==> src/rtl/core/lkc_pkg.sv <==
`default_nettype none

package lkc_pkg;

  // Field and port widths
  localparam int KEY_W  = 32;
  localparam int CAP_W  = 5;
  localparam int DATA_W = 32;
  localparam int ADDR_W = 3;

  // Storage depth default
  localparam int DEFAULT_MAX_ENTRIES = 16;

  // Capacity register
  localparam logic [CAP_W-1:0] CAP_RESET    = 5'd16;
  localparam logic             REG_CAPACITY = 1'b0;

  // Request kinds
  localparam logic OP_PUT = 1'b0;
  localparam logic OP_GET = 1'b1;

  // Controller to datapath commands
  typedef struct packed {
    logic load;    // capture the incoming request
    logic match;   // register the key compare vector
    logic commit;  // load the result register
    logic write;   // apply the recency and store update
  } lkc_cmd_t;

  // Datapath to controller status
  typedef struct packed {
    logic is_put;
  } lkc_status_t;

endpackage

`default_nettype wire

==> src/rtl/core/lkc_ctrl.sv <==
`default_nettype none

module lkc_ctrl (
  input  wire                  clk,
  input  wire                  rst,
  input  wire                  s_tvalid,
  output logic                 s_tready,
  output logic                 m_tvalid,
  input  wire                  m_tready,
  output lkc_pkg::lkc_cmd_t    cmd,
  input  lkc_pkg::lkc_status_t status
);

  localparam logic [1:0] ST_IDLE   = 2'd0;
  localparam logic [1:0] ST_MATCH  = 2'd1;
  localparam logic [1:0] ST_UPDATE = 2'd2;

  logic [1:0] state;
  logic [1:0] state_next;
  logic       out_free;

  // Result register can take a new result when empty or draining
  assign out_free = !m_tvalid || m_tready;
  assign s_tready = (state == ST_IDLE);

  // Commands
  always_comb begin
    cmd        = '0;
    cmd.load   = (state == ST_IDLE) && s_tvalid;
    cmd.match  = (state == ST_MATCH);
    cmd.commit = (state == ST_UPDATE) && out_free;
    cmd.write  = (state == ST_UPDATE) && out_free && status.is_put;
  end

  // Sequence one request through match and update
  always_comb begin
    state_next = state;
    case (state)
      ST_IDLE:   if (s_tvalid) state_next = ST_MATCH;
      ST_MATCH:  state_next = ST_UPDATE;
      ST_UPDATE: if (out_free) state_next = ST_IDLE;
      default:   state_next = ST_IDLE;
    endcase
  end

  always_ff @(posedge clk) begin
    if (rst) begin
      state <= ST_IDLE;
    end else begin
      state <= state_next;
    end
  end

  // Result valid: set on commit, drop when taken
  always_ff @(posedge clk) begin
    if (rst) begin
      m_tvalid <= 1'b0;
    end else if (cmd.commit) begin
      m_tvalid <= 1'b1;
    end else if (m_tready) begin
      m_tvalid <= 1'b0;
    end
  end

endmodule

`default_nettype wire

==> src/rtl/core/lkc_datapath.sv <==
`default_nettype none

module lkc_datapath #(
  parameter int MAX_ENTRIES = lkc_pkg::DEFAULT_MAX_ENTRIES
) (
  input  wire                         clk,
  input  wire                         rst,
  input  lkc_pkg::lkc_cmd_t           cmd,
  output lkc_pkg::lkc_status_t        status,
  input  wire                         in_op,
  input  wire  [lkc_pkg::KEY_W-1:0]   in_key,
  input  wire  [lkc_pkg::CAP_W-1:0]   capacity,
  output logic                        out_hit,
  output logic [lkc_pkg::KEY_W-1:0]   out_key
);

  localparam int RW = $clog2(MAX_ENTRIES);
  localparam int CW = $clog2(MAX_ENTRIES + 1);
  localparam int EW = (CW > lkc_pkg::CAP_W) ? CW : lkc_pkg::CAP_W;
  localparam logic [EW-1:0] MAX_E = EW'(MAX_ENTRIES);

  logic [lkc_pkg::KEY_W-1:0] key_store [MAX_ENTRIES];
  logic [RW-1:0]             rank      [MAX_ENTRIES];
  logic [MAX_ENTRIES-1:0]    valid;
  logic [MAX_ENTRIES-1:0]    hit_vec;
  logic                      op_q;
  logic [lkc_pkg::KEY_W-1:0] key_q;

  logic                      hit_any;
  logic [RW-1:0]             hit_rank;
  logic [EW-1:0]             cap_ext;
  logic [EW-1:0]             cap_eff;
  logic [EW-1:0]             cap_m1;
  logic [MAX_ENTRIES-1:0]    evict;
  logic [MAX_ENTRIES-1:0]    keep;
  logic [MAX_ENTRIES-1:0]    free_vec;
  logic [MAX_ENTRIES-1:0]    first_free;

  assign status.is_put = (op_q == lkc_pkg::OP_PUT);

  // Capture request
  always_ff @(posedge clk) begin
    if (cmd.load) begin
      op_q  <= in_op;
      key_q <= in_key;
    end
  end

  // Parallel key compare, registered
  always_ff @(posedge clk) begin
    if (cmd.match) begin
      for (int i = 0; i < MAX_ENTRIES; i++) begin
        hit_vec[i] <= valid[i] && (key_store[i] == key_q);
      end
    end
  end

  // Rank of the hit entry
  always_comb begin
    hit_any  = |hit_vec;
    hit_rank = '0;
    for (int i = 0; i < MAX_ENTRIES; i++) begin
      hit_rank = hit_rank | (hit_vec[i] ? rank[i] : '0);
    end
  end

  // Clamp capacity into 1..MAX_ENTRIES
  always_comb begin
    cap_ext = EW'(capacity);
    if (cap_ext == '0) begin
      cap_eff = EW'(1);
    end else if (cap_ext > MAX_E) begin
      cap_eff = MAX_E;
    end else begin
      cap_eff = cap_ext;
    end
    cap_m1 = cap_eff - EW'(1);
  end

  // Evict entries at or past the last allowed rank, pick the lowest free slot
  always_comb begin
    for (int i = 0; i < MAX_ENTRIES; i++) begin
      evict[i] = valid[i] && (EW'(rank[i]) >= cap_m1);
    end
    keep       = valid & ~evict;
    free_vec   = ~keep;
    first_free = free_vec & (~free_vec + MAX_ENTRIES'(1));
  end

  // Valid bits
  always_ff @(posedge clk) begin
    if (rst) begin
      valid <= '0;
    end else if (cmd.write && !hit_any) begin
      valid <= keep | first_free;
    end
  end

  // Ranks and key store
  always_ff @(posedge clk) begin
    if (cmd.write) begin
      for (int i = 0; i < MAX_ENTRIES; i++) begin
        if (hit_any) begin
          if (hit_vec[i]) begin
            rank[i] <= '0;
          end else if (valid[i] && (rank[i] < hit_rank)) begin
            rank[i] <= rank[i] + RW'(1);
          end
        end else begin
          if (first_free[i]) begin
            rank[i]      <= '0;
            key_store[i] <= key_q;
          end else if (keep[i]) begin
            rank[i] <= rank[i] + RW'(1);
          end
        end
      end
    end
  end

  // Result register; a miss reports all ones
  always_ff @(posedge clk) begin
    if (cmd.commit) begin
      out_hit <= hit_any;
      out_key <= hit_any ? key_q : '1;
    end
  end

endmodule

`default_nettype wire

==> src/rtl/core/lru_key_cache.sv <==
// An accepted request goes through the key match state, then the update state, which
// loads the result. The next request waits for the registered parallel key match
// followed by the rank table update, one request in flight at a time.
// A waiting result does not block acceptance of the next request; that request holds
// in update until the result is taken. Reset (synchronous, active high) empties the set,
// clears result valid, and sets capacity to 16.
`default_nettype none

module lru_key_cache #(
  parameter int MAX_ENTRIES = lkc_pkg::DEFAULT_MAX_ENTRIES
) (
  input  wire                          clk,
  input  wire                          rst,
  // request stream
  input  wire                          s_tvalid,
  output logic                         s_tready,
  input  wire  [lkc_pkg::KEY_W-1:0]    s_tdata,   // [31:0] key
  input  wire                          s_tuser,   // [0] opcode
  // result stream
  output logic                         m_tvalid,
  input  wire                          m_tready,
  output logic [lkc_pkg::KEY_W-1:0]    m_tdata,   // [31:0] key_out
  output logic                         m_tuser,   // [0] hit
  // configuration port
  input  wire                          psel,
  input  wire                          penable,
  input  wire                          pwrite,
  input  wire  [lkc_pkg::ADDR_W-1:0]   paddr,
  input  wire  [lkc_pkg::DATA_W-1:0]   pwdata,
  output logic [lkc_pkg::DATA_W-1:0]   prdata,
  output logic                         pready
);

  lkc_pkg::lkc_cmd_t         cmd;
  lkc_pkg::lkc_status_t      status;
  logic [lkc_pkg::CAP_W-1:0] capacity;

  assign pready = 1'b1;

  // Capacity register
  always_ff @(posedge clk) begin
    if (rst) begin
      capacity <= lkc_pkg::CAP_RESET;
    end else if (psel && penable && pwrite && pready
                 && (paddr[2] == lkc_pkg::REG_CAPACITY)) begin
      capacity <= pwdata[lkc_pkg::CAP_W-1:0];
    end
  end

  // Register read
  always_comb begin
    prdata = '0;
    if (paddr[2] == lkc_pkg::REG_CAPACITY) begin
      prdata = lkc_pkg::DATA_W'(capacity);
    end
  end

  lkc_ctrl u_ctrl (
    .clk      (clk),
    .rst      (rst),
    .s_tvalid (s_tvalid),
    .s_tready (s_tready),
    .m_tvalid (m_tvalid),
    .m_tready (m_tready),
    .cmd      (cmd),
    .status   (status)
  );

  lkc_datapath #(
    .MAX_ENTRIES (MAX_ENTRIES)
  ) u_datapath (
    .clk      (clk),
    .rst      (rst),
    .cmd      (cmd),
    .status   (status),
    .in_op    (s_tuser),
    .in_key   (s_tdata),
    .capacity (capacity),
    .out_hit  (m_tuser),
    .out_key  (m_tdata)
  );

endmodule

`default_nettype wire

==> config.mk <==
export PLATFORM = sky130hd
export DESIGN_NAME = lru_key_cache
export DESIGN_NICKNAME = d
export VERILOG_FILES = /design/src/rtl/core/lkc_pkg.sv /design/src/rtl/core/lkc_ctrl.sv /design/src/rtl/core/lkc_datapath.sv /design/src/rtl/core/lru_key_cache.sv
export SDC_FILE = /design/constraint.sdc
export NUM_CORES = 1
export LEC_CHECK = 0
export ABC_AREA = 1
export BUFFER_PORTS_ARGS = -buffer_cell sky130_fd_sc_hd__buf_2
export CORE_UTILIZATION = 62
export CTS_BUF_LIST = sky130_fd_sc_hd__clkbuf_8 sky130_fd_sc_hd__clkbuf_16
export DETAILED_ROUTE_END_ITERATION = 10
export PLACE_DENSITY = 0.76
export SLEW_MARGIN = 40
export SYNTH_ARGS = -nofsm -noshare
export SYNTH_HDL_FRONTEND = slang
export SYNTH_SLANG_ARGS = --single-unit
==> constraint.sdc <==
create_clock -name clk -period 11 [get_ports clk]
set_input_delay 0.55 -clock clk [delete_from_list [all_inputs] [get_ports clk]]
set_output_delay 0.55 -clock clk [all_outputs]
set_load 0.03 [all_outputs]
* Yosys cells after proc, flatten, opt, wreduce, memory -nomap -nowiden *
Memories as Yosys holds them, arrays and structs flattened.
Cells that the tools add are included.

word-level totals
  register bits = 106
  RAM bits = 576
  bits of input ports = 75
  logic and storage cells = 636
  memories = 2

memory list
  name                  depth  bits a word  rd ports  clocked after memory_dff  wr ports  RTL line            source
  u_datapath.key_store  16     32           16        0                         1         lkc_datapath.sv:22  logic [lkc_pkg::KEY_W-1:0] key_store [MAX_ENTRIES];
  u_datapath.rank       16     4            16        0                         16        lkc_datapath.sv:23  logic [RW-1:0] rank [MAX_ENTRIES];

cells by class
  add/sub/neg operators = 18
  magnitude comparators = 33
  equality and inequality tests = 20
  multiplexer cells = 405
  bitwise logic cells = 71
  reductions and logical operators = 78

operators with widths
  cell                   number
  $eq 32x32->1           16
  $mux 32                15
  $reduce_or 32->1       15
  $mux 4                 79
  $mux 1                 305
  $ge 4x5->1             16
  $add 4x1->4 const B    16
  $lt 4x4->1             16
  $or 4x4->4             15
  $logic_and 1x1->1      55
  $not 16->16            3
  $or 1x1->1             48
  $and 16x16->16         2
  $add 16x1->16 const B  1
  $or 16x16->16          1
  $reduce_or 16->1       1
  $mux 5                 3
  $pmux 2 s3             1
  $gt 5x5->1 const B     1
  $logic_not 5->1        1
  $sub 5x1->5 const B    1
  $mux 2                 2
  $eq 2x1->1 const B     1
  $eq 2x2->1 const B     1
  8 further kinds        10

* Logic depth before layout (Yosys ltp) *
Gate-level depths: netlist of run 1.

  depth after elaboration = 32
  gate-level depth with buffers = 19
  gate-level depth less buffers = 18

* Modules after synthesis *
Synthesis of run 1 repeated with hierarchy kept, for this count alone.

unflattened totals
  cell total of the unflattened synthesis = 2,966
  area total of the unflattened synthesis = 33,019.2 um^2

modules (own cells, without submodules)
  module         times used  cells each  area each (um^2)  sequential area each (um^2)
  lkc_datapath   1           2,869       32,368.5          20,079.3
  lru_key_cache  1           76          491.7             100.1
  lkc_ctrl       1           21          158.9             60.1

* Worst setup path before layout of run 1 *
Ideal clock, no wire load.

  kind = register to register
  start point = register capacity[2] (netlist bit)
  end point = memory u_datapath.key_store[9][0] (netlist bit), enable pin
  library setup time = 0.441 ns
  arrival time = 5.707 ns
  required time = 10.559 ns
  setup slack = 4.852 ns
  cell stages (with the launch flop) = 17
  buffers on the path = 0
  cells stage by stage = dfxtp_1 -> nor4_1 -> o21ai_0 -> ha_1 -> xor2_1 -> ha_1 -> nand2_1 -> nand2_1 -> nand4_1 -> nand2_1 -> nor2_1 -> nand3_2 -> nor2_2 -> nand2_1 -> nor2_4 -> nand2_2 -> nor4_2

between the ends
  word-level cells in the longest chain between the ends = 32

ends and longest elaborated chain
  what                                                             RTL line             source
  start: declaration                                               lru_key_cache.sv:36  logic [lkc_pkg::CAP_W-1:0] capacity;
  start signal: assignment                                         lru_key_cache.sv:43  capacity <= lkc_pkg::CAP_RESET;
  start signal: assignment                                         lru_key_cache.sv:46  capacity <= pwdata[lkc_pkg::CAP_W-1:0];
  $gt 5x5->1                                                       lkc_datapath.sv:72   end else if (cap_ext > MAX_E) begin
  $mux 5                                                           lkc_datapath.sv:72
  $mux 5 *                                                         lkc_datapath.sv:70   if (cap_ext == '0) begin
  $sub 5x1->5 *                                                    lkc_datapath.sv:77   cap_m1 = cap_eff - EW'(1);
  $ge 4x5->1                                                       lkc_datapath.sv:83   evict[i] = valid[i] && (EW'(rank[i]) >= cap_m1);
  $logic_and 1x1->1                                                lkc_datapath.sv:83
  $not 16->16 *                                                    lkc_datapath.sv:85   keep = valid & ~evict;
  $and 16x16->16 *                                                 lkc_datapath.sv:85
  [2 not listed]                                                   n/a
  $add 16x1->16                                                    lkc_datapath.sv:87   first_free = free_vec & (~free_vec + MAX_ENTRIES'(1));
  $and 16x16->16 *                                                 lkc_datapath.sv:87
  $mux 1                                                           lkc_datapath.sv:110  if (first_free[i]) begin
  $mux 1                                                           lkc_datapath.sv:103  if (hit_any) begin
  $mux 1                                                           lkc_datapath.sv:101  if (cmd.write) begin
  $mux 1 (implied by the code)                                     lkc_datapath.sv:112  key_store[i] <= key_q;
  $reduce_or 32->1 (no source line)                                n/a
  $mux 4 (no source line) or $mux 1 (tied branches) (15 in a row)  n/a
  end: declaration                                                 lkc_datapath.sv:22

Mark *: on every way between the ends. The rest lies on a longest branch, timed or not.

* Final worst setup path of run 1 *
  start point = register capacity[4] (netlist bit)
  end point = memory u_datapath.key_store[14][15] (netlist bit), enable pin

Same word-level chain as after synthesis.

==> summary.txt, run 1 <==
Outcome
  • Status: finished, final reports clean

STA
  • Max-slew violation count: 0
  • F_max: 203 MHz
  • Fin worst setup slack: 6060 ps
  • Skew final: 25.5 ps
  • Final Hold Viols: 0
  • Final critical-path share of the clock period: 0.449
  • Min Tclk post-route: between 4000 and 5000 ps
  • Setup TNS: 0 ps
  • Worst-Margin Slew: 882 ps
  • RSZ-0062 raised after global routing: no
  • Final setup violation count: 0
  • Relative slew slack: 0.408

Critical path
  • Crit path buffers/inverters: 4
  • Crit path launch type: flop
  • Worst path cell trace: inv_1, o21ai_1, buf_4, ha_2, xor2_2, buf_4, ha_1, nand2_1, nand2_1, nand4_1, nand2_1, nor2_2, nand3_2, nor2_2, nand2_1, nor2_4, nand4_1, nor2_4, buf_8
  • CP startpoint: capacity[4]$_SDFFE_PP1P_
  • CP endpoint kind: flop
  • Slowest cell delay on critical path: just under 600 ps
  • Crit-path max FO: 18
  • Cell family with most CP delay: simple AND/OR/NAND/NOR gates
  • Reg2reg start: capacity[4]$_SDFFE_PP1P_
  • Most frequent CP cell: nand2_1
  • Kind of critical path: reg -> reg
  • CP max-delay cell: nor2_4
  • WP data arrival: between 5000 and 6000 ps
  • CP required: 11320 ps

Synthesis
  • Async S/R FF share, synth: 0
  • Most frequent cells after synthesis: edfxtp_1, nand2_1, inv_1, nor2_1, o21ai_0
  • Most frequent cell after synthesis: edfxtp_1
  • Yosys top cell by area: edfxtp_1
  • Post-synth top flop: edfxtp_1
  • Seq/Total Area, Yosys: 0.622
  • Register bit count reported by yosys: 682
  • Yosys warning count: 0
  • Cells after synthesis: between 2000 and 3000
  • Top cells by area, synth: edfxtp_1, nand2_1, ha_1
  • Syn Area/Cell: ~11 sq um
  • Synth top area share: 0.607
  • Post-synth EDFFs: approximately 660
  • Distinct cell type count after synthesis: 52
  • Post-Syn Area: 32600 sq um

Power
  • Peak supply drop: between 0.2 and 0.25 mV
  • Static Leak: between 10 and 15 nW
  • Cell Pwr Density: 157 nW/um^2
  • Final Power: approximately 5.7 mW

Cells and area
  • Share of cells above drive strength 1: 0.133
  • Synth-to-Final Area Change: 12.0%
  • Fillcell total: roughly 3500
  • Fin nets: around 3200
  • Design Area, Final: 36500 sq um
  • Final Core Density: 0.707

Place
  • Placed inst area: approximately 34000 sq um
  • Port Buffer Count: 85
  • Dpl hpwl: roughly 61000 um
  • Post-Place Worst Slack: between 6000 and 7000 ps
  • GP Congestion: roughly 0.96

Clock network
  • PostCTS Resize Cnt: 0
  • CTS sink count: slightly below 700
  • Post-CTS setup buffer count: 0
  • Root Buffer: clkbuf_16
  • Cts bufs inserted: 71
  • Hold Buf Count CTS: 0
  • Clock Latency Late Sink: 620 ps
  • CTS tree: yes
  • Reg clk slew, reported paths: around 60 ps
  • H-tree levels: 3
  • Clock tree buffer depth: 3

Routing
  • Drt first pass iters: 6
  • Routed via count: 24500
  • WL final: between 90000 and 100000 um
  • Remaining antenna violation count: 0
  • DR iter-0 viols: 3460
  • Wire per inst: between 20 and 30 um
  • DRC: 0
  • Vias per cell: 6.54

GRT
  • Initial antenna violation count: 5
  • GRT Total Usage: 0.369
  • Vias in the first global route: roughly 24000
  • Global-route wire length before repair: 143000 um
  • Grt total ovfl: 0
  • Largest net degree at the start of global routing: 40

Die
  • Die height: ~230 um
  • Core Rows: 83
  • Starting density of the core: 0.631
  • Die area: 53400 sq um
  • Core area: about 52000 sq um
  • Die W: between 200 and 250 um
  • IO Pins: about 140

Hold path
  • Hold Startpoint: s_tdata[10]
  • Min-delay worst type: in -> reg

Flow run
  • Max cap viols: 0
[placed cells by master (no fill, tap or decap), drive strengths merged, types with 2 or more instances in the layout]
cell      instances
diode             5
a31oi             2
clkbuf           77
a221oi           60
or2              75
conb             28
o21a             13
nand3b            4
xnor2            61
ha               97
and3             12
nor4b             7
a21boi            6
a2111oi           7
nor2            170
nand4            77
clkinv           34
nor4             75
nor3             15
dfxtp            24
nand3           124
buf             170
o22ai            79
a21oi            51
and2              3
xor2            110
o2111ai          16
o211ai            9
inv             229
nand2           544
o21ai           150
a22o             37
bufinv            7
clkinvlp          2
a211o             2
a211oi           16
edfxtp          658
[cells by family (layout without fill, tap and decap cells)]
group,Yosys count,after routing,synth area share
compound gates,453,453,0.0909
simple gates,1107,1107,0.158
flops,682,682,0.622
buf+inv,359,519,0.0462
fa+ha+maj,97,97,0.0373
other cells,2,33,0.000231
xor+xnor,171,171,0.0460
[power by group]
group	switching [mW]	internal [mW]	leakage [nW]
Clock	1.01	1.42	1.20
Combinational	0.297	0.103	6.24
Sequential	0.0148	2.87	6.09
Total	1.33	4.39	13.5
[per-layer routing]
| layer | share of wire | GRT usage | vias up |
|---|---|---|---|
| li1 | - | - | 10600 |
| met1 | 0.35 | 0.460 | 11700 |
| met2 | 0.47 | 0.594 | 1815 |
| met3 | 0.13 | 0.0858 | 359 |
| met4 | 0.056 | 0.207 | 4 |
| met5 | 0.00028 | 0 | - |
[sequential cells by signal (all words and copies together) (netlist names)]
| name | cells |
|---|---|
| u_datapath.rank | 64 |
| u_datapath.hit_vec | 16 |
| u_datapath.op_q | 1 |
| capacity | 5 |
| u_datapath.valid | 16 |
| u_datapath.out_key | 32 |
| u_datapath.key_q | 32 |
| u_datapath.key_store | 512 |
| u_ctrl.state | 2 |
| u_ctrl.m_tvalid | 1 |
| u_datapath.out_hit | 1 |
[metrics by stage]
step	instances	hold WS [ps]
3_3_place_gp	3603	483
3_5_place_dp	3609	493
6_report	3742	106
2_1_floorplan	2897	454
4_1_cts	3737	80.9
5_1_grt	3737	93.9
[path summary, 6_finish.rpt]
kind	end	slack, ps	cells after the start
worst min-delay path	u_datapath.key_q[10]$_DFFE_PP_	110	1
worst max-delay path	u_datapath.key_store[14][15]$_DFFE_PN_	6060	19
worst max register to register	u_datapath.key_store[14][15]$_DFFE_PN_	6060	19
worst min register to register	capacity[1]$_SDFFE_PP0P_	500	2
[layout make-up]
type	instances	area [sq um]	area share
clock inverter	51	442	0.0121
inverter	221	830	0.0227
multi-input combinational	1856	11100	0.303
sequential	682	20200	0.555
timing repair buffer	170	1120	0.0307
antenna	5	12.5	0.000343
tap	680	851	0.0233
clock buffer	77	1920	0.0525
Note: power is estimated with default switching activity, not from simulation.
==> run 2, diff against run 1 <==
- CORE_UTILIZATION: 62 -> 56
- PLACE_DENSITY: 0.76 -> 0.72
- clock period: 11 -> 4.2 ns (I/O delays scaled with it)
==> summary.txt, run 2 (synthesis results as in run 1) <==
Critical path
  • Slowest cell delay on critical path: 430 ps
  • CP endpoint kind: flop
  • Cell family with most CP delay: simple AND/OR/NAND/NOR gates
  • Most frequent CP cell: nand2_1
  • CP max-delay cell: dfxtp_1
  • Crit path buffers/inverters: 4
  • Worst path cell trace: inv_1, nand2_1, ha_4, xor2_4, buf_12, ha_4, nand2_1, nand2_1, nand4_1, nand2_1, inv_1, nand4_1, nor2_2, nand2_2, nor2_4, nand2_4, nor4_4, buf_12
  • Kind of critical path: reg -> reg
  • CP required: between 4000 and 5000 ps
  • Crit-path max FO: 32
  • WP data arrival: between 4000 and 5000 ps
  • Crit path launch type: flop

GRT
  • GRT Total Usage: 0.336
  • Initial antenna violation count: 4
  • Vias in the first global route: approximately 24000
  • Global-route wire length before repair: between 100000 and 150000 um
  • Largest net degree at the start of global routing: 36
  • Grt total ovfl: 0

STA
  • Max-slew violation count: 0
  • Setup TNS: 0 ps
  • Worst-Margin Slew: ~850 ps
  • Skew final: 21.2 ps
  • RSZ-0062 raised after global routing: no
  • Final setup violation count: 0
  • Final critical-path share of the clock period: 0.925
  • Fin worst setup slack: about 310 ps
  • Min Tclk post-route: between 3000 and 4000 ps
  • Final Hold Viols: 0
  • Relative slew slack: 0.435
  • F_max: ~260 MHz

Cells and area
  • Commonest cells after routing, fill and taps aside: edfxtp_1, nand2_1, inv_1
  • Top reg by flops: u_datapath.key_store
  • Largest register FFs: 512
  • Largest regs: u_datapath.key_store (512), u_datapath.rank (64)
  • Most common cell after layout, fill and taps aside: edfxtp_1
  • Finished Layout Cells: between 3000 and 4000
  • Final Core Density: 0.646
  • Fin nets: between 3000 and 4000
  • Fillcell total: 4271
  • Share of cells above drive strength 1: 0.140
  • Synth-to-Final Area Change: 14.3%

Outcome
  • Status: finished, final reports clean

Clock network
  • Reg clk slew, reported paths: 60 ps
  • Clock tree buffer depth: 3
  • Cts bufs inserted: 72
  • Post-CTS setup buffer count: 0
  • H-tree levels: 3
  • CTS sink count: around 680
  • CTS tree: yes
  • Clock Latency Late Sink: a little over 600 ps
  • Root Buffer: clkbuf_16

Power
  • Int Pwr: between 10 and 15 mW
  • Seq pwr share: 0.523
  • Static Leak: 13.8 nW
  • Sw Ratio: 0.236
  • Cell Pwr Density: 389 nW/um^2
  • Psw: 3.41 mW
  • Gate power share: 0.076
  • Peak supply drop: 0.466 mV
  • Clk network pwr share: 0.402

Routing
  • DRC: 0
  • Remaining antenna violation count: 0
  • Wire per inst: 25.5 um
  • DR iter-0 viols: about 3200
  • WL final: about 99000 um
  • Drt first pass iters: 6
  • Vias per cell: ~6.3
  • Routed via count: around 25000

Place
  • GP Congestion: roughly 0.96
  • Port Buffer Count: 85
  • Post-Place Worst Slack: between 300 and 400 ps
  • Placed cell count: 3729
  • Dpl hpwl: 64900 um

Die
  • Die area: 59100 sq um
  • Core area: approximately 58000 sq um
  • IO Pins: 143
  • Starting density of the core: 0.565
  • Die height: roughly 240 um
  • Core Rows: 88
  • Die W: around 240 um

Hold path
  • Min-delay worst type: in -> reg

Flow run
  • Max cap viols: 0
-- run 2: layer usage --
layer / vias to the layer above / share of wire / track usage
met5: - / 0.00013 / 0
met1: 11800 / 0.36 / 0.429
met2: 1610 / 0.46 / 0.542
met3: 351 / 0.11 / 0.0616
li1: 10800 / - / -
met4: 2 / 0.061 / 0.189
-- run 2: layout make-up --
type / count / area, sq um / area share
repair buffers: 245 / 1950 / 0.0525
well taps: 765 / 957 / 0.0257
clock inverters: 49 / 249 / 0.00669
flip-flops and latches: 682 / 20200 / 0.544
multi-input cells: 1856 / 11100 / 0.299
inverters: 221 / 832 / 0.0224
diodes: 2 / 5.00 / 0.000135
clock buffers: 75 / 1850 / 0.0498
-- run 2: power groups by stage --
stage               logic, mW  registers, mW  clock network (mW)
detailed placement       1.04           7.71                   0
CTS                      1.07           7.56                5.85
floorplan               0.562           7.74                   0
global placement        0.999           7.71                   0
global route             1.15           7.56                6.10
finish                   1.10           7.56                5.81
-- run 2: worst paths after layout --
path,cells after the start,slack [ps],endpoint,start
setup / recovery,18,310,u_datapath.key_store[9][31]$_DFFE_PN_,capacity[4]$_SDFFE_PP1P_
hold / removal,2,30,u_datapath.valid[2]$_SDFFE_PP0P_,rst
setup reg to reg,18,310,u_datapath.key_store[9][31]$_DFFE_PN_,capacity[4]$_SDFFE_PP1P_
hold reg to reg,2,530,capacity[1]$_SDFFE_PP0P_,capacity[1]$_SDFFE_PP0P_
-- run 2: through the flow --
| step | hold WS, ps | instance area, sq um | power, mW |
|---|---|---|---|
| 2_1_floorplan | 309 | 32800 | 8.30 |
| 3_3_place_gp | 386 | 34600 | 8.71 |
| 3_5_place_dp | 388 | 34700 | 8.74 |
| 4_1_cts | 4.05 | 37200 | 14.5 |
| 5_1_grt | 9.28 | 37200 | 14.8 |
| 6_report | 30.9 | 37200 | 14.5 |
-- run 2: timing repair --
item | CTS | global route
resized for setup | 0 | 0
setup endpoints to repair | 0 | 0
hold endpoints to repair | 41 | 0
hold buffers | 40 | 0
